**src/fvg_pkg.sv**
```systemverilog
package fvg_pkg;

  localparam int unsigned DIV_STEPS = 32;
  localparam int unsigned ENTRY_SHIFT = 5;

  localparam logic [31:0] LIMIT_FAT12 = 32'd4085;
  localparam logic [31:0] LIMIT_FAT16 = 32'd65525;

  localparam logic [1:0] KIND_FAT12 = 2'd0;
  localparam logic [1:0] KIND_FAT16 = 2'd1;
  localparam logic [1:0] KIND_FAT32 = 2'd2;

  localparam logic [1:0] ST_OK          = 2'd0;
  localparam logic [1:0] ST_ZERO_DIV    = 2'd1;
  localparam logic [1:0] ST_RANGE       = 2'd2;
  localparam logic [1:0] ST_LOW_CLUSTER = 2'd3;

  typedef struct packed {
    logic [15:0] sector_bytes;
    logic [7:0]  cluster_sectors;
    logic [15:0] reserved_sectors;
    logic [7:0]  table_count;
    logic [15:0] root_entries;
    logic [15:0] total_sectors_short;
    logic [31:0] total_sectors_long;
    logic [15:0] table_size_short;
    logic [31:0] table_size_long;
    logic [31:0] root_dir_cluster;
    logic [31:0] cluster;
  } in_word_t;

  // per-item context that travels beside the divider data
  typedef struct packed {
    logic        zdiv;
    logic [7:0]  spc;
    logic [15:0] rsv;
    logic [31:0] total;
    logic [39:0] tprod;
    logic [31:0] rclus;
    logic        clow;
    logic [39:0] cprod;
    logic [15:0] rsecs;
    logic        rbad;
    logic [31:0] fds;
    logic        fbad;
  } item_t;

  typedef struct packed {
    logic        valid;
    logic [31:0] num;
    logic [15:0] rem;
    logic [15:0] dvs;
    item_t       item;
  } cell_t;

endpackage

```
**src/fvg_div_cell.sv**
```systemverilog
// one restoring division step: one quotient bit per cell
module fvg_div_cell (
  input  logic            clk,
  input  logic            rst_n,
  input  logic            en,
  input  fvg_pkg::cell_t  d,
  output fvg_pkg::cell_t  q
);

  fvg_pkg::cell_t q_r;
  fvg_pkg::cell_t q_nxt;
  logic [16:0]    trial;
  logic [16:0]    diff;
  logic           qbit;

  always_comb begin
    trial = {d.rem, d.num[31]};
    diff  = trial - {1'b0, d.dvs};
    qbit  = (trial >= {1'b0, d.dvs});
    q_nxt = d;
    q_nxt.num = {d.num[30:0], qbit};
    q_nxt.rem = qbit ? diff[15:0] : trial[15:0];
  end

  always_ff @(posedge clk) begin
    if (!rst_n) begin
      q_r.valid <= 1'b0;
    end else if (en) begin
      q_r <= q_nxt;
    end
  end

  assign q = q_r;

endmodule

```
**config.mk**
```make
export PLATFORM = sky130hd
export DESIGN_NAME = fvg_div_cell
export DESIGN_NICKNAME = d
export VERILOG_FILES = /design/src/fvg_pkg.sv /design/src/fvg_div_cell.sv
export SDC_FILE = /design/constraint.sdc
export NUM_CORES = 1
export LEC_CHECK = 0
export ABC_CLOCK_PERIOD_IN_PS = 9200
export BUFFER_PORTS_ARGS = -buffer_cell sky130_fd_sc_hd__buf_2
export CAP_MARGIN = 20
export CELL_PAD_IN_SITES_DETAIL_PLACEMENT = 0
export CELL_PAD_IN_SITES_GLOBAL_PLACEMENT = 1
export CORE_AREA = 2 2 225 227
export DETAILED_ROUTE_END_ITERATION = 7
export DIE_AREA = 0 0 227 229
export GPL_TIMING_DRIVEN = 1
export PLACE_DENSITY = 0.57
export SYNTH_ARGS = -nofsm -noshare
export SYNTH_HDL_FRONTEND = slang
export SYNTH_SLANG_ARGS = --single-unit
export TNS_END_PERCENT = 30
```
**constraint.sdc**
```tcl
create_clock -name clk -period 9.2 [get_ports clk]
set_input_delay 0.46 -clock clk [delete_from_list [all_inputs] [get_ports clk]]
set_output_delay 0.46 -clock clk [all_outputs]
set_load 0.02 [all_outputs]
```
==> results.py, run 1 <==
metrics = {
    "cts": {
        "tritoncts": "done",
        "ctsResizeCount": 0,
        "postCtsSetupBuffers": 0,
        "cts_max_level": 2,
        "cts.reportedPaths.clkPinSlew_ns": 0.06,
        "cts_hold_buf": 0,
        "ctsLongestPathBuffers": 3,
        "cts_root_buf": "clkbuf_16",
        "clkLatencyLatePin_ns": 0.52,
        "cts_buffers": 35,
        "cts.sinks": 285,
    },
    "floorplanning": {
        "fp.dieW_um": 227,
        "rows": 82,
        "ios": 573,
        "die_height_um": 229,
        "core_sq_mm": 0.0497,
        "dieArea_sq_mm": 0.0520,
        "start_util_pct": 19.7,
    },
    "placed_design": {
        "place_ws_ns": 5.45,
        "gp_congestion": 0.823,
        "io_buffers": 572,
        "dp_hpwl_um": 27100,
    },
    "run": {
        "maxCapViolations": 0,
    },
    "drt": {
        "vias": 6490,
        "detail-route-antenna-nets": 0,
        "wire_per_inst_um": 19.8,
        "drtPass1Iterations": 4,
        "drt_iter0_drc": 241,
        "avgViaCountPerCell": 3.70,
        "wirelength_um": 34700,
        "drc_errors": 0,
    },
    "run_status": {
        "status": "completed",
    },
    "worst_hold_path": {
        "hp-class": "in2reg",
        "hp-start": "d[37]",
    },
    "timing": {
        "tightest_slew_ns": 1.08,
        "slew_violations": 0,
        "rsz0062_at_grt": "no",
        "worst_clock_skew_ns": 0,
        "period_share_pct": 34.5,
        "max_freq_mhz": 315,
        "tns_ns": 0,
        "finalSetupViolCount": 0,
        "relSlewSlack_pct": 28.0,
        "fin_crit_ns": 3.18,
        "finalHoldViolations": 0,
        "worst_slack_ns": 6.02,
    },
    "grt": {
        "antenna_found_initial": 12,
        "grt_max_degree": 147,
        "grt_overflow": 0,
        "grt_pass1_vias": 6661,
        "grt_pass1_wl_um": 47000,
        "track_usage_pct": 12.6,
    },
    "setup_path": {
        "crit_path_start": "d[230]",
        "worstReg2RegStart": "q[284]$_SDFFE_PN0P_",
        "critPathLaunchType": "input pin",
        "crit_type": "in2reg",
        "crit_path_end_kind": "register",
        "critPathMaxFanout": 10,
        "crit_arrival_ns": 3.46,
        "crit_required_ns": 9.48,
    },
    "cells_and_area": {
        "layout-drive-gt1-share_pct": 60.4,
        "final_common_cell": "buf_2",
        "area_growth_pct": 49.4,
        "final_cell_mix": "572 x buf_2, 284 x edfxtp_1, 37 x clkbuf_16, 23 x inv_1, 16 x ha_1",
        "fin_nets": 1357,
        "largest_register_ffs": 285,
    },
    "logic_synthesis": {
        "ys_ff_latch": 285,
        "synth_edf_count": 284,
        "syn-num-nets": 750,
        "yosysSeqAreaShare_pct": 87.2,
        "syn_inst": 445,
        "ys_async_sr_fraction_pct": 0,
        "synthFlopType": "edfxtp_1",
        "synth_area_per_cell_sq_um": 22.0,
        "synthesis.area_sq_mm": 0.00980,
        "ys.warnings.count": 0,
        "synth.distinct_cells": 50,
    },
    "power": {
        "power_density_mw_per_mm2": 226,
        "leakagePower_nw": 6.08,
        "vdd_ir_drop_max_v": 0.000117,
    },
}
## per-stage QoR
step | cells | util [%] | hold WS (ns) | total power [mW] | instance area (sq um)
final | 1752 | 29.5 | 0.113 | 3.32 | 14600
after global routing | 1752 | 29.5 | 0.0653 | 3.46 | 14600
after CTS | 1749 | 29.5 | 0.0571 | 3.39 | 14600
after detailed placement | 1687 | 27.2 | 0.511 | 1.99 | 13500
after global placement | 1687 | 27.2 | 0.508 | 1.99 | 13500
after floorplan | 445 | - | 0.559 | 1.81 | 9800
## worst paths after layout
| path | end | slack, ns | depth (start not counted) |
|---|---|---|---|
| worst max register to register | q[284]$_SDFFE_PN0P_ | 8.61 | 2 |
| worst min register to register | q[284]$_SDFFE_PN0P_ | 0.53 | 2 |
| worst min-delay path | q[37]$_DFFE_PP_ | 0.11 | 1 |
| worst max-delay path | q[242]$_DFFE_PP_ | 6.02 | 10 |
## where the power goes
part	total, mW	switching [mW]	leakage (nW)	internal, mW
Clock	1.36	0.538	0.546	0.821
Sequential	1.56	0.0230	2.67	1.53
Combinational	0.399	0.254	2.86	0.144
Total	3.32	0.815	6.08	2.50
## worst max-delay path, stage by stage
cell,delay (ns)
buf_2,0.10
inv_1,0.05
ha_1,0.43
a21oi_2,0.26
o211ai_2,0.14
a221oi_4,0.34
a211oi_2,0.14
a2111oi_4,0.82
buf_4,0.35
mux2_2,0.35
## synthesized netlist by cell type (5+ instances only)
cell      number  area share, %
nor2_1         7           0.27
a21oi_1        8           0.41
inv_1         23           0.88
mux2i_1        5           0.51
nand2_1        6           0.23
nor2b_1        5           0.32
edfxtp_1     284             87
o21a_1         6           0.46
o21ai_0       10           0.51
ha_1          16            2.0
nor3_1         5           0.26
mux2_4         6           0.92
mux2_2         8           0.92
## area by class of cell
class                           count  area, sq um
Clock buffer                       48          967
Antenna cell                        3         7.51
Timing Repair Buffer              575         2900
Fill cell                        5125        35000
Multi-Input combinational cell    132         1140
Sequential cell                   285         8550
Clock inverter                     14          153
Inverter                           23         86.3
Tap cell                          672          841
## metal layers
layer	part of all wire, %	track usage, %
met1	36	13.6
met2	52	22.8
met3	9.3	4.85
met4	2.4	3.90
met5	0.21	0
## kinds of logic (layout without fill, tap and decap cells)
logic type,Yosys count,in the layout,synth area share (%)
AO/OA/AOI/OAI,52,52,4.28
multiplexers,19,19,2.35
flip-flops,285,285,87.2
XOR/XNOR,8,8,0.715
other,0,3,0
AND/OR/NAND/NOR,36,36,2.02
buffers and inverters,28,660,1.17
adder cells (fa/ha/maj),17,17,2.25
(Power assumes the default switching activity.)
==> run 2: changes to the inputs <==
--- a/config.mk
+++ b/config.mk
@@ -5,16 +5,17 @@
 export SDC_FILE = /design/constraint.sdc
 export NUM_CORES = 1
 export LEC_CHECK = 0
-export ABC_CLOCK_PERIOD_IN_PS = 9200
+export ABC_AREA = 1
+export ABC_CLOCK_PERIOD_IN_PS = 3300
 export BUFFER_PORTS_ARGS = -buffer_cell sky130_fd_sc_hd__buf_2
 export CAP_MARGIN = 20
 export CELL_PAD_IN_SITES_DETAIL_PLACEMENT = 0
 export CELL_PAD_IN_SITES_GLOBAL_PLACEMENT = 1
-export CORE_AREA = 2 2 225 227
+export CORE_AREA = 2 2 220 222
 export DETAILED_ROUTE_END_ITERATION = 7
-export DIE_AREA = 0 0 227 229
+export DIE_AREA = 0 0 222 224
 export GPL_TIMING_DRIVEN = 1
-export PLACE_DENSITY = 0.57
+export PLACE_DENSITY = 0.6
 export SYNTH_ARGS = -nofsm -noshare
 export SYNTH_HDL_FRONTEND = slang
 export SYNTH_SLANG_ARGS = --single-unit
==> constraint.sdc (replaced) <==
create_clock -name clk -period 3.3 [get_ports clk]
set_input_delay 0.165 -clock clk [delete_from_list [all_inputs] [get_ports clk]]
set_output_delay 0.165 -clock clk [all_outputs]
set_load 0.02 [all_outputs]
==> run 2 against run 1 <==
  * Synthesized area increased by 1.3%
  * Total power rose to 2.8 times the previous value
  * Sequential power increased to 2.8 times the previous value
  * Wire length is 8.7% higher
  * Utilization rose by 7.4 points
  * Register-to-register slack worse by 6.5 ns
  * Combinational power grew to 3.5 times the previous value
  * Critical endpoint is now q[237]$_DFFE_PP_
==> results.py, run 2 <==
metrics = {
    "run_status": {
        "status": "completed",
    },
    "drt": {
        "drt_iter0_drc": 372,
        "wirelength_um": 37800,
        "drc_errors": 0,
        "wire_per_inst_um": 18.1,
        "detail-route-antenna-nets": 0,
        "vias": 7987,
        "drtPass1Iterations": 4,
        "avgViaCountPerCell": 3.83,
    },
    "cts": {
        "cts_max_level": 2,
        "ctsLongestPathBuffers": 3,
        "cts_buffers": 34,
        "cts.sinks": 285,
        "tritoncts": "done",
        "cts.reportedPaths.clkPinSlew_ns": 0.05,
        "cts_root_buf": "clkbuf_16",
        "clkLatencyLatePin_ns": 0.52,
        "postCtsSetupBuffers": 0,
    },
    "logic_synthesis": {
        "syn_inst": 555,
        "synth_area_leaders": "edfxtp_1 86%, nand2_1 3.9%, inv_1 2.3%",
        "synthesis.area_sq_mm": 0.00993,
        "ys_ff_latch": 285,
        "synth_top_cell_by_area": "edfxtp_1",
        "ys.warnings.count": 0,
        "synthFlopType": "edfxtp_1",
        "yosysSeqAreaShare_pct": 86.1,
        "synth.distinct_cells": 28,
        "synth_common_cells": "284 x edfxtp_1, 102 x nand2_1, 62 x inv_1",
        "syn-num-nets": 860,
        "synth_area_per_cell_sq_um": 17.9,
        "synth.most_common_cell": "edfxtp_1",
        "synth_edf_count": 284,
        "yosysTopAreaCellShare_pct": 85.9,
        "ys_async_sr_fraction_pct": 0,
    },
    "cells_and_area": {
        "largest_register_ffs": 285,
        "n_fill_cell": 4597,
        "layout-drive-gt1-share_pct": 43.4,
        "diodes": 0,
        "fin_nets": 1752,
        "final_common_cell": "buf_2",
        "stdcell_area_sq_mm": 0.0174,
        "area_growth_pct": 75.6,
        "final_cell_mix": "572 x buf_2, 284 x dlygate4sd3_1, 284 x edfxtp_1, 101 x nand2_1, 61 x inv_1",
    },
    "setup_path": {
        "crit_path_end_kind": "register",
        "r2r_slack_ns": 2.13,
        "crit_required_ns": 3.56,
        "cp_num_buf_inv": 3,
        "crit_type": "in2reg",
        "critPathSlowestCell": "dlygate4sd3_1",
        "critPathLaunchType": "input pin",
        "crit_chain": "dlygate4sd3_1, buf_2, inv_1, ha_1, nand2_1, nand2_1, nand2_1, a21oi_1, nor2_4, nand2_8, nand2_1, o21ai_0",
        "crit_path_max_incr_delay_ns": 0.55,
        "critPathMaxFanout": 19,
        "cpMostUsedCell": "nand2_1",
        "crit_arrival_ns": 2.48,
        "crit_family": "simple AND/OR/NAND/NOR gates",
    },
    "timing": {
        "max_freq_mhz": 450,
        "tns_ns": 0,
        "slew_violations": 0,
        "fin_crit_ns": 2.22,
        "hold_slack_ns": 0.0659,
        "tightest_slew_ns": 1.14,
        "rsz0062_at_grt": "no",
        "finalHoldViolations": 0,
        "worst_clock_skew_ns": 0,
        "relSlewSlack_pct": 24.0,
        "period_share_pct": 67.3,
        "finalSetupViolCount": 0,
    },
    "worst_hold_path": {
        "hp-class": "in2reg",
    },
    "floorplanning": {
        "ios": 573,
        "die_height_um": 224,
        "fp.dieW_um": 222,
        "start_util_pct": 21.0,
        "rows": 80,
        "core_sq_mm": 0.0473,
        "dieArea_sq_mm": 0.0497,
    },
    "grt": {
        "grt_pass1_wl_um": 53900,
        "grt_overflow": 0,
        "grt_pass1_vias": 8420,
        "antenna_found_initial": 0,
        "track_usage_pct": 14.6,
        "grt_max_degree": 182,
    },
    "power": {
        "leakagePower_nw": 7.54,
        "combPwrFrac_pct": 15.1,
        "power.share.clock_pct": 37.7,
        "p_sw_share_pct": 25.9,
        "power_density_mw_per_mm2": 527,
        "p_seq_share_pct": 47.2,
        "vdd_ir_drop_max_v": 0.000293,
        "power_switching_mw": 2.38,
        "p_int_mw": 6.81,
    },
    "placed_design": {
        "io_buffers": 572,
        "placed_area_sq_mm": 0.0136,
        "gp_congestion": 0.795,
        "dp_hpwl_um": 27500,
    },
    "run": {
        "maxCapViolations": 0,
    },
}
## run 2: changes by cell type after synthesis, sizes merged, moves of 5 or more
cell    delta
inv       +39
mux2      -14
nor2b      -5
nor2       +8
nand2    +100
o21ai      -6
mux2i      -5
a211oi     -5
o21a       -6
nand3     +33
## run 2: what timing repair did
| action | in CTS | in global routing |
|---|---|---|
| resized for setup | 0 | 0 |
| hold buffers | 284 | 0 |
| hold endpoints to repair | 283 | 0 |
## run 2: cell type report
type                            instances  area (sq um)  area share [%]
Sequential cell                       285          8550            49.0
Timing Repair Buffer                  859          5740            32.9
Inverter                               62           236            1.36
Clock inverter                         15           103           0.588
Multi-Input combinational cell        205          1140            6.52
Tap cell                              615           769            4.41
Clock buffer                           43           906            5.19
## run 2: kinds of logic (layout without fill, tap and decap cells)
| kind of cell | Yosys count | in the layout | share of synthesized area, % |
|---|---|---|---|
| buffers and inverters | 65 | 979 | 2.62 |
| adders and majority gates | 17 | 17 | 2.22 |
| and+or+nand+nor | 167 | 167 | 7.75 |
| xor gates and xnor gates | 6 | 6 | 0.529 |
| DFF | 285 | 285 | 86.1 |
| AOI/OAI and AO/OA | 15 | 15 | 0.794 |
## run 2: layer usage
metal / up-vias / GRT usage (%) / routed length [um]
li1: 3793 / - / -
met1: 3829 / 16.2 / 14300
met5: - / 0 / 0
met2: 300 / 27.1 / 20400
met4: 0 / 4.75 / 1020
met3: 65 / 3.65 / 2120
## run 2: power groups by stage
stage               Clock (mW)  Combinational, mW  Sequential, mW
floorplan                    0              0.246            4.76
global placement             0               1.12            4.41
detailed placement           0               1.12            4.41
CTS                       3.60               1.41            4.34
global route              3.71               1.48            4.36
finish                    3.46               1.39            4.34
## run 2: worst register-to-register path: cells and delay by family (launching register included)
family | cells | cell delay, ns
flops | 1 | 0.30
buf+inv | 1 | 0.55
compound gates | 2 | 0.20
## run 2: final timing paths
path / from / end / cells after the start
setup / recovery: d[230] / q[237]$_DFFE_PP_ / 12
hold / removal: d[236] / q[237]$_DFFE_PP_ / 3
setup reg to reg: q[284]$_SDFFE_PN0P_ / q[284]$_SDFFE_PN0P_ / 3
hold reg to reg: q[284]$_SDFFE_PN0P_ / q[284]$_SDFFE_PN0P_ / 3
## run 2: metrics by stage
step | std cells | util [%] | total power [mW] | setup WS (ns)
global placement | 1742 | 28.7 | 5.53 | 1.11
finish | 2084 | 36.8 | 9.19 | 1.08
CTS | 2084 | 36.8 | 9.35 | 1.08
floorplan | 555 | - | 5.01 | -1.54
detailed placement | 1742 | 28.7 | 5.54 | 1.06
global route | 2084 | 36.8 | 9.56 | 0.923
