--- config.mk ---
export PLATFORM = sky130hd
export DESIGN_NAME = fvg_prep
export DESIGN_NICKNAME = d
export VERILOG_FILES = /design/src/fvg_pkg.sv /design/src/fvg_prep.sv
export SDC_FILE = /design/constraint.sdc
export NUM_CORES = 1
export LEC_CHECK = 0
export ABC_AREA = 0
export BUFFER_PORTS_ARGS = -buffer_cell sky130_fd_sc_hd__buf_2
export CORE_MARGIN = 3
export CORE_UTILIZATION = 50
export CTS_BUF_LIST = sky130_fd_sc_hd__clkbuf_8 sky130_fd_sc_hd__clkbuf_16
export CTS_CLUSTER_SIZE = 8
export DETAILED_ROUTE_END_ITERATION = 6
export GPL_ROUTABILITY_DRIVEN = 0
export PLACE_DENSITY = 0.85
export SLEW_MARGIN = 20
export SYNTH_ARGS = -nofsm -noshare
export SYNTH_HDL_FRONTEND = slang
export SYNTH_SLANG_ARGS = --single-unit
export TNS_END_PERCENT = 1
--- constraint.sdc ---
create_clock -name clk -period 7.36 [get_ports clk]
set_input_delay 0.368 -clock clk [delete_from_list [all_inputs] [get_ports clk]]
set_output_delay 0.368 -clock clk [all_outputs]
set_load 0.01 [all_outputs]
--- src/fvg_pkg.sv ---
package fvg_pkg;

  localparam int unsigned DIV_STEPS = 32;
  localparam int unsigned ENTRY_SHIFT = 5;

  localparam logic [31:0] LIMIT_FAT12 = 32'd4085;
  localparam logic [31:0] LIMIT_FAT16 = 32'd65525;

  localparam logic [1:0] KIND_FAT12 = 2'd0;
  localparam logic [1:0] KIND_FAT16 = 2'd1;
  localparam logic [1:0] KIND_FAT32 = 2'd2;

  localparam logic [1:0] ST_OK          = 2'd0;
  localparam logic [1:0] ST_ZERO_DIV    = 2'd1;
  localparam logic [1:0] ST_RANGE       = 2'd2;
  localparam logic [1:0] ST_LOW_CLUSTER = 2'd3;

  typedef struct packed {
    logic [15:0] sector_bytes;
    logic [7:0]  cluster_sectors;
    logic [15:0] reserved_sectors;
    logic [7:0]  table_count;
    logic [15:0] root_entries;
    logic [15:0] total_sectors_short;
    logic [31:0] total_sectors_long;
    logic [15:0] table_size_short;
    logic [31:0] table_size_long;
    logic [31:0] root_dir_cluster;
    logic [31:0] cluster;
  } in_word_t;

  // per-item context that travels beside the divider data
  typedef struct packed {
    logic        zdiv;
    logic [7:0]  spc;
    logic [15:0] rsv;
    logic [31:0] total;
    logic [39:0] tprod;
    logic [31:0] rclus;
    logic        clow;
    logic [39:0] cprod;
    logic [15:0] rsecs;
    logic        rbad;
    logic [31:0] fds;
    logic        fbad;
  } item_t;

  typedef struct packed {
    logic        valid;
    logic [31:0] num;
    logic [15:0] rem;
    logic [15:0] dvs;
    item_t       item;
  } cell_t;

endpackage

--- src/fvg_prep.sv ---
// field selection, products and root-directory dividend
module fvg_prep (
  input  logic              clk,
  input  logic              rst_n,
  input  logic              en,
  input  logic              valid,
  input  fvg_pkg::in_word_t w,
  output fvg_pkg::cell_t    q
);

  fvg_pkg::cell_t q_r;
  fvg_pkg::cell_t q_nxt;
  logic [31:0]    tsize;
  logic [31:0]    cl_off;

  always_comb begin
    tsize  = (w.table_size_short != 16'd0) ? {16'd0, w.table_size_short}
                                            : w.table_size_long;
    cl_off = w.cluster - 32'd2;
    q_nxt = '0;
    q_nxt.valid      = valid;
    q_nxt.dvs        = w.sector_bytes;
    q_nxt.rem        = 16'd0;
    // entries * 32 + bps - 1, rounding the divide up
    q_nxt.num        = ({16'd0, w.root_entries} << fvg_pkg::ENTRY_SHIFT)
                       + {16'd0, w.sector_bytes} - 32'd1;
    q_nxt.item.zdiv  = (w.sector_bytes == 16'd0) || (w.cluster_sectors == 8'd0);
    q_nxt.item.spc   = w.cluster_sectors;
    q_nxt.item.rsv   = w.reserved_sectors;
    q_nxt.item.total = (w.total_sectors_short != 16'd0) ? {16'd0, w.total_sectors_short}
                                                          : w.total_sectors_long;
    q_nxt.item.tprod = {32'd0, w.table_count} * {8'd0, tsize};
    q_nxt.item.rclus = w.root_dir_cluster;
    q_nxt.item.clow  = (w.cluster < 32'd2);
    q_nxt.item.cprod = {8'd0, cl_off} * {32'd0, w.cluster_sectors};
  end

  always_ff @(posedge clk) begin
    if (!rst_n) begin
      q_r.valid <= 1'b0;
    end else if (en) begin
      q_r <= q_nxt;
    end
  end

  assign q = q_r;

endmodule

==> results.cfg, run 1 <==
[sta]
clock_skew_ns = 0
worst_slew_pin_slew_ns = 0.976
hold_viol_final = 0
fin_setup_tns_ns = 0
slew_viol_final = 0
min_period_ns = 6.72
fmax_mhz = 149
rsz0062_at_grt = no
setup_viol = 0
slew_headroom_pct = 34.9
min_period_over_period_pct = 91.4

[clocking]
cts_hold_buf = 59
ctsResizeCount = 0
insertion_delay_ns = 0.57
numCtsBuffers = 31
cts_root_buf = clkbuf_16
cts_tree = built
clock-sinks = 210
clockBufferDepth = 3
clkSlewWorstSetupHoldPaths_ns = 0.06
cts_max_level = 1
postCtsSetupBuffers = 0

[cells_and_area]
finalNonFillerCells = 3634
syn_to_final_growth_pct = 17.1
utilization_pct = 59.5
final_common_cell = buf_2
final_cell_area_um2 = 29300
drive_gt1_share_pct = 18.4
largest_reg_flops = 210
fin_nets = 3694
final_cell_mix = 446 x buf_2, 435 x inv_1, 361 x fa_1, 236 x nor2b_1, 209 x edfxtp_1

[logic_synthesis]
muxShareOfSynthArea_pct = 0.0401
async_flop_share_pct = 0
synth_xor_area_share_pct = 3.88
ys.flop_type = edfxtp_1
ys_seq_area_share_pct = 25.2
synth_edf_count = 209
synth_top_area_share_pct = 28.9
synthAdderAreaFrac_pct = 36.7
synthDistinctLibCells = 69
synth-seq-cells = 210
syn_inst = 2450
avgSynthCellArea_um2 = 10.2
synthTopCellsByArea = fa_1 29%, edfxtp_1 25%, ha_1 7.8%, inv_1 6.3%, nor2b_1 5.9%
yosys.area_share.simple_pct = 17.5
synth_compound_area_share_pct = 7.12
synth_top_family_by_area = adder cells
yosysTopAreaCell = fa_1
ys_warn_count = 0
syn_area_um2 = 25000

[power]
power.total_w = 0.00779
power_density_nw_per_um2 = 266
p_leak_nw = 13.9
peakVddDrop_mv = 0.301

[global_routing]
track_usage_pct = 24.7
antenna_found_initial = 2
grt_max_degree = 67
grt_pass1_wl_um = 105000
grt_overflow = 0
grt_pass1_vias = 20300

[route]
antenna_left = 0
avgViaCountPerCell = 5.24
vias = 19100
wl_per_cell_um = 17.8
first_pass_iters = 5
wl_um = 64500
drt_iter0_drc = 1344
drc_errors = 0

[critical_path]
critPathLaunchType = input pin
critPathMaxFanout = 9
crit_arrival_ns = 7.06
path_class = input pin to flop
r2r_slack_ns = 6.75
required_ns = 7.69
endpoint_kind = flop

[job]
maxCapViolCount = 0

[floorplanning]
dieArea_um2 = 52700
io_pins = 513
die_h_um = 230
rows = 81
start_util_pct = 50.8
dieWidth_um = 230
core_um2 = 49200

[placement]
io_buffers = 446
hpwl_um = 49800
dp_cells = 3522
place_area_um2 = 27800

[min_path]
min_path_type = input pin to flop

[outcome]
status = complete, no violations
power by group:
group	internal [W]	switching, W	total, W
Sequential	0.00176	0.0000655	0.00182
Combinational	0.00199	0.00266	0.00465
Clock	0.000784	0.000534	0.00132
Total	0.00453	0.00326	0.00779
final cells by class:
cell class | count | area (um2)
well taps | 664 | 831
inverters | 418 | 1570
flip-flops and latches | 210 | 6300
diodes | 1 | 2.50
clock inverters | 21 | 124
clock buffers | 31 | 776
fillers | 3912 | 19900
multi-input cells | 1744 | 16500
repair buffers | 545 | 3120
worst paths after layout:
check        startpoint  endpoint  cells past startpoint
min reg2reg      q[284]    q[284]                      2
max reg2reg      q[284]    q[284]                      2
max                w[1]     q[82]                     25
min              w[217]    q[229]                      1
cells by family after synthesis:
logic type,after synthesis
AO/OA/AOI/OAI,275
XOR/XNOR,109
adder cells (fa/ha/maj),516
buffers and inverters,561
flip-flops,210
multiplexers,1
other,1
AND/OR/NAND/NOR,777
worst max-delay path: stages:
cell	delay [ns]
buf_2	0.15
or4_4	0.56
or4_4	0.50
nor3_1	0.20
xnor2_1	0.37
nor2b_1	0.15
fa_1	0.56
inv_1	0.05
fa_1	0.53
inv_1	0.05
fa_1	0.47
inv_1	0.05
fa_1	0.48
inv_1	0.04
ha_1	0.27
and4_1	0.23
a211o_1	0.29
o22a_1	0.19
or3_1	0.32
o22ai_2	0.24
o31ai_1	0.16
and2_1	0.23
a221o_1	0.31
a21oi_1	0.18
xnor2_1	0.08
Yosys cell counts (63+ instances only):
cell type,count
clkbuf_1,65
and2_1,87
fa_1,361
a21oi_1,87
nor2b_1,236
nand2b_1,63
ha_1,155
buf_4,76
xnor2_1,67
nand2_1,178
a21o_1,67
edfxtp_1,209
inv_1,418
stage by stage:
step                hold WS, ns  setup slack [ns]
floorplan                 0.467             0.588
global placement          0.497             0.247
detailed placement        0.536            0.0892
CTS                      0.0111             0.717
global route             0.0186             0.187
finish                   0.0460             0.635
per-layer routing:
metal / vias up / GRT usage [%] / part of all wire, %
li1: 8686 / - / -
met1: 9390 / 31.1 / 39
met5: - / 0 / 0.014
met2: 842 / 43.3 / 50
met3: 140 / 3.99 / 7.3
met4: 2 / 8.25 / 3.5
No activity file was read; power rests on OpenSTA's default activity.
==> run 2, diff against run 1 <==
- clock period: 7.36 -> 7.23 ns (I/O delays scaled with it)
==> results.cfg, run 2 (synthesis results as in run 1) <==
[min_path]
hold_path_depth = 1
min_path_type = input pin to flop
hold_end = q[220]
worstHoldStart = w[208]

[critical_path]
r2r_start = q[284]
crit_arrival_ns = 7.05
path_class = input pin to flop
cpPeakStageDelay_ns = 0.54
cp_num_buf_inv = 4
endpoint_kind = flop
r2r-end = q[284]
crit_family = adder cells
r2r_slack_ns = 6.60
rr_worst_depth = 2
worst_path_most_repeated_cell = fa_1
required_ns = 7.55
slowest_stage = fa_1
critPathMaxFanout = 9
critPathLaunchType = input pin
crit_start = w[1]

[clocking]
insertion_delay_ns = 0.58
clockBufferDepth = 3
cts_max_level = 1
postCtsSetupBuffers = 0
clkSlewWorstSetupHoldPaths_ns = 0.06
cts_tree = built
clock-sinks = 210
ctsResizeCount = 0
numCtsBuffers = 31
cts_root_buf = clkbuf_16

[sta]
rsz0062_at_grt = no
hold_viol_final = 0
min_period_ns = 6.72
worst_slack_ns = 0.506
slew_viol_final = 0
fmax_mhz = 149
fin_setup_tns_ns = 0
min_period_over_period_pct = 93.0
clock_skew_ns = 0
worst_slew_pin_slew_ns = 0.948
setup_viol = 0
slew_headroom_pct = 36.4

[route]
drt_iter0_drc = 1257
antenna_left = 0
first_pass_iters = 5
vias = 19100
avgViaCountPerCell = 5.24
drc_errors = 0
wl_um = 64700
wl_per_cell_um = 17.7

[floorplanning]
dieWidth_um = 230
die_h_um = 230
dieArea_um2 = 52700
rows = 81
start_util_pct = 50.8
io_pins = 513
core_um2 = 49200

[global_routing]
grt_pass1_wl_um = 104000
grt_max_degree = 71
antenna_found_initial = 5
grt_pass1_vias = 20600
grt_overflow = 0
track_usage_pct = 24.6

[cells_and_area]
fin_nets = 3704
drive_gt1_share_pct = 18.5
utilization_pct = 59.6
final_common_cell = buf_2
final_cell_mix = 446 x buf_2, 434 x inv_1, 361 x fa_1, 236 x nor2b_1, 209 x edfxtp_1
finalNonFillerCells = 3645
syn_to_final_growth_pct = 17.3
fill_cells = 3920
largest_reg_flops = 210

[power]
peakVddDrop_mv = 0.299
power_density_nw_per_um2 = 270
p_leak_nw = 13.9

[placement]
io_buffers = 446
hpwl_um = 50100
dp_cells = 3528
place_ws_ns = -0.0256

[outcome]
status = complete, no violations

[job]
maxCapViolCount = 0
[run 2: cell types whose count changed in the layout (fill, tap and decap cells not counted)]
cell and delta:
buf_4 +6, clkinv_1 +2, bufinv_16 -1, inv_1 -1
dlygate4sd3_1 +4, diode_2 +1
[run 2: layout make-up]
cell class	instances	area (um2)	share of cell area, %
multi-input combinational	1744	16500	56.4
sequential	210	6300	21.5
timing repair buffer	555	3210	10.9
inverter	418	1570	5.35
tap	664	831	2.83
clock buffer	31	776	2.65
clock inverter	21	97.6	0.333
antenna	2	5.00	0.0171
[run 2: power breakdown]
group,internal (W),switching (W)
clock,0.000761,0.000553
combinational,0.00202,0.00272
sequential,0.00179,0.0000666
[run 2: routing by layer]
metal / vias up / GRT usage, % / share of wire [%]
li1: 8716 / - / -
met4: 4 / 10.2 / 4.6
met5: - / 0 / 0.042
met2: 851 / 42.5 / 49
met3: 191 / 5.01 / 7.8
met1: 9336 / 30.0 / 39
[run 2: worst reg2reg max path: cells and delay by family (launching register included)]
family	cells	cell delay (ns)
DFF	1	0.31
muxes	1	0.15
and+or+nand+nor	1	0.07
[run 2: what timing repair did]
action,in CTS,in global routing
endpoints found under the setup margin,0,0
hold endpoints to repair,63,0
hold buffers,63,0
[run 2: how the worst max path moves through the flow]
stage,end,slack [ns],cells after the start
after floorplan,q[82],0.46,25
after global placement,q[82],0.17,26
after detailed placement,q[88],-0.03,26
after CTS,q[88],0.59,26
after global routing,q[89],0.08,31
final,q[88],0.51,26
[run 2: metrics by stage]
step	hold WS (ns)	instance area (um2)	power, W
floorplan	0.460	25200	0.00524
finish	0.0451	29300	0.00791
global route	0.00523	29300	0.00858
detailed placement	0.512	27800	0.00651
CTS	0.00201	29300	0.00792
global placement	0.492	27800	0.00642
==> run 3, diff against run 2 <==
- CORE_ASPECT_RATIO: default -> 0.8
- CORE_MARGIN: 3 -> default
==> results.cfg, run 3 (synthesis results as in run 1) <==
[outcome]
status = complete, no violations

[critical_path]
setup.worst_path.end = q[82]
slowest_stage = xor2_1
critPathLaunchType = input pin
crit_start = w[1]
path_class = input pin to flop
crit_family = simple AND/OR/NAND/NOR gates
critPathMaxFanout = 9
r2r_start = q[284]
required_ns = 7.57
r2r-end = q[284]
crit_arrival_ns = 7.06
worst_path_most_repeated_cell = fa_1
crit_chain = buf_2 > or4_4 > or4_4 > or3_2 > xor2_1 > nor2b_1 > fa_1 > fa_1 > fa_1 > inv_1 > fa_1 > inv_1 > ha_1 > and2_1 > nand3_1 > o22ai_1 > a211o_1 > nor3_1 > o31ai_1 > and2_1 > a221o_1 > a21oi_1 > xnor2_1
cp_num_buf_inv = 3
endpoint_kind = flop
rr_worst_depth = 2
worst-path-stages = 23
cpPeakStageDelay_ns = 0.61
r2r_slack_ns = 6.58

[power]
p_leak_nw = 13.9
peakVddDrop_mv = 0.283
power_density_nw_per_um2 = 276
power.total_w = 0.00811

[sta]
min_period_over_period_pct = 92.9
rsz0062_at_grt = no
min_period_ns = 6.72
setup_viol = 0
clock_skew_ns = 0
slew_viol_final = 0
worst_slew_pin_slew_ns = 0.999
fin_setup_tns_ns = 0
fmax_mhz = 149
hold_viol_final = 0
slew_headroom_pct = 32.8

[route]
avgViaCountPerCell = 5.22
wl_per_cell_um = 17.2
vias = 19000
wl_um = 62500
drc_errors = 0
drt_iter0_drc = 1197
first_pass_iters = 5
antenna_left = 0

[placement]
io_buffers = 446
hpwl_um = 48600

[clocking]
clock-sinks = 210
clockBufferDepth = 3
cts_root_buf = clkbuf_16
cts_max_level = 1
ctsResizeCount = 0
insertion_delay_ns = 0.56
clkSlewWorstSetupHoldPaths_ns = 0.05
cts_tree = built
numCtsBuffers = 31

[cells_and_area]
fill_cells = 4000
fin_nets = 3699
final_cell_mix = 446 x buf_2, 432 x inv_1, 361 x fa_1, 236 x nor2b_1, 209 x edfxtp_1
syn_to_final_growth_pct = 17.4
final_common_cell = buf_2
drive_gt1_share_pct = 18.5
largest_reg_flops = 210

[job]
maxCapViolCount = 0

[global_routing]
grt_pass1_vias = 19900
grt_overflow = 0
track_usage_pct = 25.1
grt_pass1_wl_um = 102000
antenna_found_initial = 2
grt_max_degree = 108

[floorplanning]
io_pins = 513
dieArea_um2 = 50900
dieWidth_um = 252
die_h_um = 202
start_util_pct = 51.2
core_um2 = 48800
rows = 72

[min_path]
min_path_type = input pin to flop
==> run 3: cell count changes in the layout (fill, tap and decap cells not counted) <==
cell / before / now
inv_1: 434 / 432
bufinv_16: 0 / 1
buf_4: 46 / 41
buf_12: 0 / 1
clkinv_2: 2 / 1
clkinv_1: 2 / 1
dlygate4sd3_1: 63 / 62
clkbuf_8: 0 / 2
==> run 3: area by class of cell <==
cell class	instances	area, um2	area share [%]
antenna	2	5.00	0.0171
multi-input combinational	1744	16500	56.4
inverter	418	1570	5.35
clock inverter	18	111	0.380
sequential	210	6300	21.5
clock buffer	33	803	2.74
tap	666	833	2.84
timing repair buffer	550	3180	10.8
==> run 3: how the worst min path moves through the flow <==
stage / from / slack [ns] / endpoint / cells after the start
after global placement: q[284] / 0.50 / q[284] / 2
after global routing: w[221] / 0.003 / q[233] / 1
after CTS: w[221] / 0.0007 / q[233] / 1
after floorplan: w[41] / 0.46 / q[100] / 0
after detailed placement: w[196] / 0.54 / q[207] / 1
final: w[221] / 0.03 / q[233] / 1
==> run 3: repair_timing <==
item	4_1_cts	5_1_grt
hold buffers	62	0
buffers inserted	0	0
hold endpoints to repair	62	0
==> run 3: power by group <==
| group | switching [W] | total [W] | internal [W] |
|---|---|---|---|
| clock | 0.000567 | 0.00139 | 0.000819 |
| combinational | 0.00283 | 0.00488 | 0.00205 |
| sequential | 0.0000540 | 0.00184 | 0.00179 |
==> run 3: metal layers <==
| layer | vias to the layer above | routed length (um) | track usage [%] |
|---|---|---|---|
| li1 | 8694 | - | - |
| met1 | 9412 | 25800 | 33.1 |
| met2 | 799 | 29600 | 41.1 |
| met3 | 104 | 5090 | 5.33 |
| met4 | 0 | 2090 | 8.35 |
| met5 | - | 0 | 0 |
==> run 3: worst register-to-register path: stages (launching register included) <==
cell	delay, ns
dfxtp_1	0.31
mux2i_1	0.16
nor2b_1	0.07
==> run 3: metrics by stage <==
step / setup slack [ns] / std cells / instance area (um2) / hold slack [ns] / util (%)
after global placement: 0.0936 / 3526 / 27800 / 0.500 / 56.9
after global routing: 0.124 / 3641 / 29300 / 0.00295 / 60.1
after detailed placement: 0.00615 / 3526 / 27800 / 0.540 / 56.9
after CTS: 0.614 / 3639 / 29300 / 0.000711 / 60.1
final: 0.515 / 3641 / 29300 / 0.0299 / 60.1
after floorplan: 0.464 / 2515 / 25200 / 0.460 / -
