$ cat src/fvg_pkg.sv
package fvg_pkg;

  localparam int unsigned DIV_STEPS = 32;
  localparam int unsigned ENTRY_SHIFT = 5;

  localparam logic [31:0] LIMIT_FAT12 = 32'd4085;
  localparam logic [31:0] LIMIT_FAT16 = 32'd65525;

  localparam logic [1:0] KIND_FAT12 = 2'd0;
  localparam logic [1:0] KIND_FAT16 = 2'd1;
  localparam logic [1:0] KIND_FAT32 = 2'd2;

  localparam logic [1:0] ST_OK          = 2'd0;
  localparam logic [1:0] ST_ZERO_DIV    = 2'd1;
  localparam logic [1:0] ST_RANGE       = 2'd2;
  localparam logic [1:0] ST_LOW_CLUSTER = 2'd3;

  typedef struct packed {
    logic [15:0] sector_bytes;
    logic [7:0]  cluster_sectors;
    logic [15:0] reserved_sectors;
    logic [7:0]  table_count;
    logic [15:0] root_entries;
    logic [15:0] total_sectors_short;
    logic [31:0] total_sectors_long;
    logic [15:0] table_size_short;
    logic [31:0] table_size_long;
    logic [31:0] root_dir_cluster;
    logic [31:0] cluster;
  } in_word_t;

  // per-item context that travels beside the divider data
  typedef struct packed {
    logic        zdiv;
    logic [7:0]  spc;
    logic [15:0] rsv;
    logic [31:0] total;
    logic [39:0] tprod;
    logic [31:0] rclus;
    logic        clow;
    logic [39:0] cprod;
    logic [15:0] rsecs;
    logic        rbad;
    logic [31:0] fds;
    logic        fbad;
  } item_t;

  typedef struct packed {
    logic        valid;
    logic [31:0] num;
    logic [15:0] rem;
    logic [15:0] dvs;
    item_t       item;
  } cell_t;

endpackage

$ cat src/fvg_mid.sv
// first data sector, range checks and cluster-count dividend
module fvg_mid (
  input  logic           clk,
  input  logic           rst_n,
  input  logic           en,
  input  fvg_pkg::cell_t d,
  output fvg_pkg::cell_t q
);

  fvg_pkg::cell_t q_r;
  fvg_pkg::cell_t q_nxt;
  logic [40:0]    fds_w;

  always_comb begin
    fds_w = {25'd0, d.item.rsv} + {1'b0, d.item.tprod} + {25'd0, d.num[15:0]};
    q_nxt = d;
    q_nxt.item.rsecs = d.num[15:0];
    q_nxt.item.rbad  = (d.num[31:16] != 16'd0);
    q_nxt.item.fds   = fds_w[31:0];
    q_nxt.item.fbad  = (fds_w[40:32] != 9'd0) || (fds_w[31:0] > d.item.total);
    q_nxt.num        = d.item.total - fds_w[31:0];
    q_nxt.rem        = 16'd0;
    q_nxt.dvs        = {8'd0, d.item.spc};
  end

  always_ff @(posedge clk) begin
    if (!rst_n) begin
      q_r.valid <= 1'b0;
    end else if (en) begin
      q_r <= q_nxt;
    end
  end

  assign q = q_r;

endmodule

$ cat config.mk
export PLATFORM = sky130hd
export DESIGN_NAME = fvg_mid
export DESIGN_NICKNAME = d
export VERILOG_FILES = /design/src/fvg_pkg.sv /design/src/fvg_mid.sv
export SDC_FILE = /design/constraint.sdc
export NUM_CORES = 1
export LEC_CHECK = 0
export ABC_AREA = 1
export BUFFER_PORTS_ARGS = -buffer_cell sky130_fd_sc_hd__buf_4
export CORE_AREA = 2 2 222 224
export CTS_CLUSTER_SIZE = 10
export DETAILED_ROUTE_END_ITERATION = 16
export DIE_AREA = 0 0 224 226
export PLACE_DENSITY = 0.46
export SYNTH_ARGS = -nofsm -noshare
export SYNTH_HDL_FRONTEND = slang
export SYNTH_SLANG_ARGS = --single-unit
$ cat constraint.sdc
create_clock -name clk -period 8.7 [get_ports clk]
set_input_delay 2.61 -clock clk [delete_from_list [all_inputs] [get_ports clk]]
set_output_delay 2.61 -clock clk [all_outputs]
set_load 0.02 [all_outputs]
==> metrics, run 1 <==
status complete, no violations; routed wire length on met2 18,600 um; max-slew violations 0; min-delay worst type reg -> reg; clk root buf clkbuf_16; CTS resizes 0; area leader, netlist edfxtp_1; synth top area cells edfxtp_1 (60%), nand2_1 (9.7%), inv_1 (5.2%), nand3_1 (3.2%), ha_1 (3.2%); CP Class in -> reg; Rows 81; Critical Path Sink Type register; pin count of the biggest net entering global routing 116; drt first pass iters 7; clock power share 0.302; core footprint 48,300 um2; Max VDD drop 144 uV; Num CTS Buffers 31; P_sw 1.23 mW; nets 2,029; Switching Share 0.322; part of the power in registers 0.401; wl on met1 17,500 um; Final GP Congestion 0.850; Post-synth EDFFs 252; most numerous cell in the Yosys netlist nand2_1; worst-margin pin slew 0.960 ns; Die X 224 um; Hold Path Stages 2; total power 3.82 mW; Final Critical Period 6.39 ns; Clock Latency Late Sink 0.57 ns; r2r startpoint q[284]$_SDFFE_PN0P_; remaining routing DRC violations 0; crit-path max FO 5; Area after DPL 16,800 um2; Worst Hold Launch q[284]$_SDFFE_PN0P_; Sequential Area 7590 um2; postcts setup bufs 0; instance count of the mapped netlist 1,200; Post-CTS Hold Buffers 0; total die area 50,600 um2; Power Dens Cells 216 nW/um2; Finished Cell Area 17,700 um2; Clock Skew 0 ns; # diodes 0; met3 wire length 2320 um; startpoint types primary input; CTS Buffer Depth 3; FILL cells 4,829; Final HPWL DP 31,700 um; sequential area share after synthesis 0.600; final setup TNS 0 ns; Yosys top cell area share 0.598; Primary FF master, synth edfxtp_1; ANT nets after route 0; multi-input logic area 4230 um2; Post-Syn Area 12,600 um2; vias in the first global route 9,752; Final period util 0.734; Buffers on Ports 466; Synth Area per Inst 10.5 um2; max reg flops 253; asr flop ratio synth 0; Hold Crit Endpoint q[284]$_SDFFE_PN0P_; grt total ovfl 0; Fin Hold WS 0.538 ns; layout cells sized above 1 0.346; die height 226 um; CTS tree yes; num ports 573; combinational power share 0.297; Max-slew headroom 0.360; clock-pin transition on the worst setup and hold timing paths 0.06 ns; Vias/cell 4.22; Worst Reg-to-Reg Cells 2; DR top layer met4; design internal power 2.59 mW; first-pass GRT wire length 57,300 um; Hold Vio Cnt, Final 0; WP data arrival 6.71 ns; initial antenna violation count 0; # H-tree levels 1; post-layout util 0.365; synth warn 0; total of max-cap violations 0; GRT Total Usage 0.149; leakage power 8.12 nW; Num Clock Sinks 253; Fmax 157 MHz; WL/cell 16.8 um; Area Overhead vs Synth 39.7%; Commonest cells post-synth nand2_1 (326), edfxtp_1 (252), inv_1 (175); Yosys reg bits 253; Initial Utilization 0.262; Starting DRT DRC Count 351; DR vias 9,814; unrepaired setup endpoints after global routing no; routed wire length 39,000 um; r2r setup slk 8.09 ns; count of cell types in the netlist 38; Worst Path Required 9.02 ns; r2r endpoint q[284]$_SDFFE_PN0P_; Finish-stage setup viols 0
worst max-delay path by stage:
stage          startpoint                to  slack (ns)  cells after the start
5_1_grt            d[124]  q[282]$_DFFE_PP_        1.95                     23
6_report           d[124]  q[282]$_DFFE_PP_        2.31                     23
3_5_place_dp       d[124]  q[282]$_DFFE_PP_        1.69                     23
3_3_place_gp       d[124]  q[282]$_DFFE_PP_        1.72                     23
2_1_floorplan       rst_n    q[0]$_DFFE_PP_        0.62                      2
4_1_cts            d[124]  q[282]$_DFFE_PP_        2.30                     23
cell usage in the layout (no fill, tap or decap), drive strengths merged, types with 24 or more instances in the layout:
cell / n
buf: 468
clkbuf: 37
edfxtp: 252
xor2: 28
inv: 178
ha: 32
nor2: 82
conb: 24
nand3: 95
nand2: 372
a21oi: 27
worst max-delay path, stage by stage:
cell     delay [ns]
buf_4          0.12
fa_1           0.55
ha_1           0.26
inv_1          0.08
fa_1           0.40
inv_1          0.13
nand3_1        0.08
nand2_1        0.11
nand2_1        0.08
nand2_2        0.10
nand2_2        0.11
a21oi_1        0.43
nand4_1        0.19
xor2_1         0.27
inv_1          0.07
ha_1           0.32
inv_1          0.07
nor2_1         0.19
nand2_1        0.14
nor2_2         0.11
nand3_1        0.12
nand4_1        0.12
nand2_1        0.05
cell type report:
class | instances | share of cell area
clock buffer | 37 | 0.0452
clock inverter | 10 | 0.00460
inverter | 177 | 0.0380
multi-input combinational | 760 | 0.240
sequential | 253 | 0.430
tap | 622 | 0.0441
timing repair buffer | 468 | 0.199
power by group through the flow:
stage	Combinational, mW	Sequential [mW]	Clock (mW)
6_report	1.13	1.53	1.15
4_1_cts	1.15	1.53	1.20
3_5_place_dp	1.15	1.56	0
5_1_grt	1.26	1.54	1.25
2_1_floorplan	0.553	1.71	0
3_3_place_gp	1.14	1.55	0
kinds of logic after synthesis:
logic type                 count (synthesis)  synth area share
and+or+nand+nor                          588             0.212
DFF                                      253             0.600
buffers and inverters                    210            0.0721
AOI/OAI and AO/OA                         58            0.0274
adders and majority gates                 50            0.0602
xor gates and xnor gates                  40            0.0277
other                                      1          0.000297
through the flow:
| step | worst slack (ns) | std cells |
|---|---|---|
| 2_1_floorplan | 0.621 | 1223 |
| 3_3_place_gp | 1.72 | 2280 |
| 3_5_place_dp | 1.69 | 2280 |
| 4_1_cts | 2.30 | 2327 |
| 5_1_grt | 1.95 | 2327 |
| 6_report | 2.31 | 2327 |
per-layer routing:
layer / GRT usage / vias to the layer above
li1: - / 4900
met1: 0.196 / 4563
met2: 0.251 / 311
met3: 0.0298 / 40
met4: 0.0331 / 0
met5: 0 / -
Power figures use the tool's default switching activity.
==> run 2, diff against run 1 <==
Clock period 8.7 ns to 6 ns, I/O delays scaled along.
==> run 2 against run 1 <==
  * Final cell count increased by 0.95%
  * Die area is the same
  * Sequential share of layout area shrank 0.57 points
  * Core utilization is 0.49 points higher
  * Clock skew unchanged
  * Wire length increased by 1.7%
  * Sequential power is 45% higher
  * Critical path depth rose by 1
  * Largest power group unchanged
==> metrics, run 2 (synthesis gave the netlist of run 1 again) <==
total die area 50,600 um2; Max-slew headroom 0.249; r2r setup slk 5.37 ns; grt total ovfl 0; r2r startpoint q[284]$_SDFFE_PN0P_; unrepaired setup endpoints after global routing no; Fmax 186 MHz; worst-margin pin slew 1.13 ns; Rows 81; crit-path max FO 5; # H-tree levels 2; Area Overhead vs Synth 41.6%; final worst setup slack 0.613 ns; drt first pass iters 7; Critical Path Sink Type register; pin count of the biggest net entering global routing 89; Clock Latency Late Sink 0.53 ns; min-delay worst type reg -> reg; CTS Buffer Depth 3; Worst Reg-to-Reg Cells 2; Clock Skew 0 ns; Max VDD drop 176 uV; Crit path depth 24; dpl cells 2,289; WL/cell 16.9 um; startpoint types primary input; status complete, no violations; Hold Vio Cnt, Final 0; most common cell after layout, fill and taps aside buf_4; Die X 224 um; final setup TNS 0 ns; DR vias 9,851; CTS tree yes; CTS resizes 0; postcts setup bufs 0; Power Dens Cells 323 nW/um2; r2r endpoint q[284]$_SDFFE_PN0P_; worst path buffer plus inverter count 3; Final GP Congestion 0.839; clk root buf clkbuf_16; CP max stage delay 0.50 ns; Buffers on Ports 466; Slowest-stage cell, CP fa_1; CP Class in -> reg; leakage power 8.24 nW; nets 2,042; core footprint 48,300 um2; multi-input logic area 4250 um2; first-pass GRT wire length 57,900 um; Sequential Area 7590 um2; total of max-cap violations 0; initial antenna violation count 1; Worst path top cell family by delay simple AND/OR/NAND/NOR gates; Starting DRT DRC Count 450; pre-CTS WS -0.00452 ns; Vias/cell 4.19; max reg flops 253; die height 226 um; Final period util 0.898; WP data arrival 5.66 ns; crit path launch d[128]; Num CTS Buffers 35; Post-CTS Hold Buffers 0; most frequent cells in the layout buf_4 (477), nand2_1 (325), edfxtp_1 (252), inv_1 (174), nand3_1 (81); GRT Total Usage 0.153; Final Critical Period 5.39 ns; most numerous cell on the critical path nand2_1; clock-pin transition on the worst setup and hold timing paths 0.05 ns; num ports 573; Finish-stage setup viols 0; routed wire length 39,600 um; critical path capture point q[277]$_DFFE_PP_; layout cells sized above 1 0.353; FILL cells 4,859; Final HPWL DP 32,300 um; CP Cell Sequence buf_4 > fa_1 > ha_1 > nand2_1 > nor2_1 > nand3_1 > nand2_1 > xor2_1 > inv_1 > ha_1 > nand2_1 > nor2_1 > nand4_1 > o21ai_0 > buf_4 > nand3_1 > nand2_2 > nand2_1 > nand2_2 > nand2_1 > nand2_1 > nand2_1 > nand3_1 > nand2_1; final cell count without fillers 2,349; vias in the first global route 9,808; Num Clock Sinks 253; Worst Path Required 6.28 ns; remaining routing DRC violations 0; Initial Utilization 0.262; ANT nets after route 0; max-slew violations 0
==> run 2: cell types whose count changed in the layout (fill, tap and decap cells not counted), moves of 2 or more <==
cell,change
buf_4,+9
clkbuf_16,+5
clkinv_1,+2
clkinv_2,+3
==> run 2: area by class of cell <==
type / count / share of cell area
Antenna cell: 1 / 0.000140
Clock buffer: 43 / 0.0518
Clock inverter: 16 / 0.00608
Inverter: 177 / 0.0373
Multi-Input combinational cell: 760 / 0.237
Sequential cell: 253 / 0.424
Tap cell: 622 / 0.0435
Timing Repair Buffer: 477 / 0.200
==> run 2: worst min path at each step <==
stage | start | end | cells after the start
floorplan | q[284]$_SDFFE_PN0P_ | q[284]$_SDFFE_PN0P_ | 2
global placement | q[284]$_SDFFE_PN0P_ | q[284]$_SDFFE_PN0P_ | 2
detailed placement | q[284]$_SDFFE_PN0P_ | q[284]$_SDFFE_PN0P_ | 2
CTS | q[284]$_SDFFE_PN0P_ | q[284]$_SDFFE_PN0P_ | 2
global route | q[284]$_SDFFE_PN0P_ | q[284]$_SDFFE_PN0P_ | 2
finish | q[284]$_SDFFE_PN0P_ | q[284]$_SDFFE_PN0P_ | 2
==> run 2: where the power goes <==
part	switching, mW	internal (mW)
clock network	0.759	1.13
registers	0.0433	2.18
logic	1.05	0.622
total	1.85	3.93
==> run 2: worst reg2reg max path: cells and delay by family, from the launching register on <==
kind           cells  cell delay [ns]
AO/OA/AOI/OAI      2             0.22
flip-flops         1             0.30
==> run 2: metrics by stage <==
step                area (um2)  power, mW  utilization  hold WS, ns
floorplan                12800       3.27            -        0.606
global placement         16900       3.94        0.349        0.527
detailed placement       16900       3.95        0.349        0.539
CTS                      17900       5.90        0.370        0.557
global route             17900       6.13        0.370        0.618
finish                   17900       5.78        0.370        0.550
==> run 2: metal layers <==
metal | vias to the layer above | global-route usage | share of wire
li1 | 4934 | - | -
met3 | 47 | 0.0392 | 0.068
met2 | 323 | 0.256 | 0.48
met4 | 0 | 0.0492 | 0.022
met5 | - | 0 | 0
met1 | 4547 | 0.193 | 0.43
==> run 3, diff against run 2 <==
Settings changed: ABC_AREA 1 to 0, CORE_AREA 2 2 222 224 to 2 2 221 223, DIE_AREA 0 0 224 226 to 0 0 223 225.
Clock period 6 ns to 4.6 ns, I/O delays scaled along.
==> run 3 against run 2 <==
  * The flow now finishes with violations (negative setup slack)
  * Final cell count decreased by 11%
  * Largest power group is now combinational cells
  * Register-to-register slack got worse by 1.4 ns
  * Synthesized cell count down 34%
  * Die area decreased by 0.89%
  * Combinational power rose by 78%
  * Global-route usage shrank 0.48 points
  * Worst setup slack got worse by 1.8 ns
  * Synthesized area fell by 7.8%
  * Non-clock buffer count increased by 186
  * Final area is 3.2% higher
==> metrics, run 3 <==
Buffers on Ports 466; Critical Path Sink Type register; Clock Skew 0 ns; Final HPWL DP 31,700 um; total of max-cap violations 0; nets 1,809; Rows 80; synth top area cells edfxtp_1 (65%), ha_1 (3.4%), fa_1 (3.1%), xnor2_1 (2.7%), buf_4 (2.1%); core footprint 47,500 um2; Final period util 1.26; Primary FF master, synth edfxtp_1; Fmax 173 MHz; Max-slew headroom 0.565; startpoint types primary input; crit-path max FO 3; Num CTS Buffers 31; Area Overhead vs Synth 58.5%; die height 225 um; leakage power 7.75 nW; Final Critical Period 5.78 ns; total die area 50,200 um2; pin count of the biggest net entering global routing 56; Max VDD drop 278 uV; clock-pin transition on the worst setup and hold timing paths 0.06 ns; routed wire length 39,500 um; worst-margin pin slew 0.653 ns; WL/cell 18.8 um; max-slew violations 0; Yosys reg bits 253; failing checks negative setup slack; Clock Latency Late Sink 0.56 ns; first-pass GRT wire length 56,400 um; Commonest cells post-synth edfxtp_1 (252), inv_1 (47), xnor2_1 (36); Hold Vio Cnt, Final 0; # H-tree levels 1; ANT nets after route 0; Area after DPL 17,200 um2; Vias/cell 4.30; instance count of the mapped netlist 790; Yosys top cell area share 0.649; most numerous cell in the Yosys netlist edfxtp_1; unrepaired setup endpoints after global routing yes; Post-synth EDFFs 252; Die X 223 um; most common cell after layout, fill and taps aside buf_4; drt first pass iters 4; max reg flops 253; initial antenna violation count 3; remaining routing DRC violations 0; Finished Cell Area 18,500 um2; pre-CTS WS -1.79 ns; Finish-stage setup viols 22; min-delay worst type reg -> reg; Final GP Congestion 0.833; Power Dens Cells 433 nW/um2; CTS Buffer Depth 3; sequential area share after synthesis 0.651; CTS tree yes; layout cells sized above 1 0.535; asr flop ratio synth 0; CP Class in -> reg; Synth Area per Inst 14.8 um2; synth warn 0; vias in the first global route 9,060; Post-Syn Area 11,700 um2; Worst Path Required 4.92 ns; clk root buf clkbuf_16; Starting DRT DRC Count 385; Num Clock Sinks 253; num ports 573; area leader, netlist edfxtp_1; count of cell types in the netlist 82; status complete, but fails checks; most frequent cells in the layout buf_4 (653), edfxtp_1 (252), inv_1 (45); Initial Utilization 0.245; WP data arrival 6.10 ns; Fin Hold WS 0.525 ns; final setup TNS -17.38 ns; grt total ovfl 0; GRT Total Usage 0.148; DR vias 9,026; final worst setup slack -1.18 ns
[run 3: final cells by class]
type | instances | area (um2)
timing repair buffer | 663 | 5040
multi-input combinational | 473 | 4030
antenna | 1 | 2.50
clock inverter | 10 | 46.3
inverter | 49 | 184
sequential | 253 | 7590
fill | 4614 | 29100
clock buffer | 37 | 798
tap | 615 | 769
[run 3: critical path, cell delays in order]
cell and delay (ns):
buf_8 0.10, fa_1 0.54, ha_2 0.20, inv_2 0.04, fa_2 0.38, nor2b_4 0.17
o21a_1 0.21, o21ai_1 0.07, nand2b_1 0.08, xor2_1 0.17, inv_1 0.10, ha_4 0.17
or3_4 0.39, o211ai_1 0.26, a41oi_2 0.16, maj3_2 0.35, nand4_1 0.14, nand3_2 0.16
buf_4 0.17, buf_6 0.11, maj3_2 0.29, maj3_2 0.30, xor2_1 0.16
[run 3: path summary, 6_finish.rpt]
path	to	from	slack (ns)	cells after the start
hold reg to reg	q[284]$_SDFFE_PN0P_	q[284]$_SDFFE_PN0P_	0.52	2
setup / recovery	q[271]$_DFFE_PP_	d[124]	-1.18	23
hold / removal	q[284]$_SDFFE_PN0P_	q[284]$_SDFFE_PN0P_	0.52	2
setup reg to reg	q[284]$_SDFFE_PN0P_	q[284]$_SDFFE_PN0P_	4.01	2
[run 3: cells by family after synthesis]
kind of cell | count (synthesis) | synth area share
DFF | 253 | 0.651
adders and majority gates | 60 | 0.0742
buffers and inverters | 87 | 0.0389
other | 1 | 0.000322
and+or+nand+nor | 161 | 0.0737
AOI/OAI and AO/OA | 158 | 0.105
xor gates and xnor gates | 67 | 0.0548
muxes | 3 | 0.00258
[run 3: per-stage QoR]
stage               cells   util  power [mW]
detailed placement   2032  0.361        5.63
CTS                  2094  0.385        7.98
finish               2101  0.388        8.00
global route         2100  0.388        8.42
floorplan             813      -        4.32
global placement     2032  0.361        5.62
[run 3: repair_timing]
| action | 4_1_cts | 5_1_grt |
|---|---|---|
| setup endpoints to repair | 21 | 22 |
| pin swaps | 37 | 19 |
| gates cloned | 0 | 0 |
| hold buffers | 0 | 0 |
| buffers inserted | 16 | 6 |
| gates resized for setup | 44 | 26 |
[run 3: layer usage]
| metal | global-route usage | vias to the layer above | part of all wire |
|---|---|---|---|
| li1 | - | 4319 | - |
| met2 | 0.270 | 321 | 0.51 |
| met1 | 0.175 | 4331 | 0.40 |
| met3 | 0.0352 | 51 | 0.072 |
| met5 | 0 | - | 0.00058 |
| met4 | 0.0398 | 4 | 0.022 |
[run 3: power by group]
part           internal [mW]  switching [mW]  leakage (nW)
logic                   1.47            1.51          4.95
registers               2.85          0.0616          2.38
clock network           1.20           0.909         0.415
total                   5.52            2.48          7.75
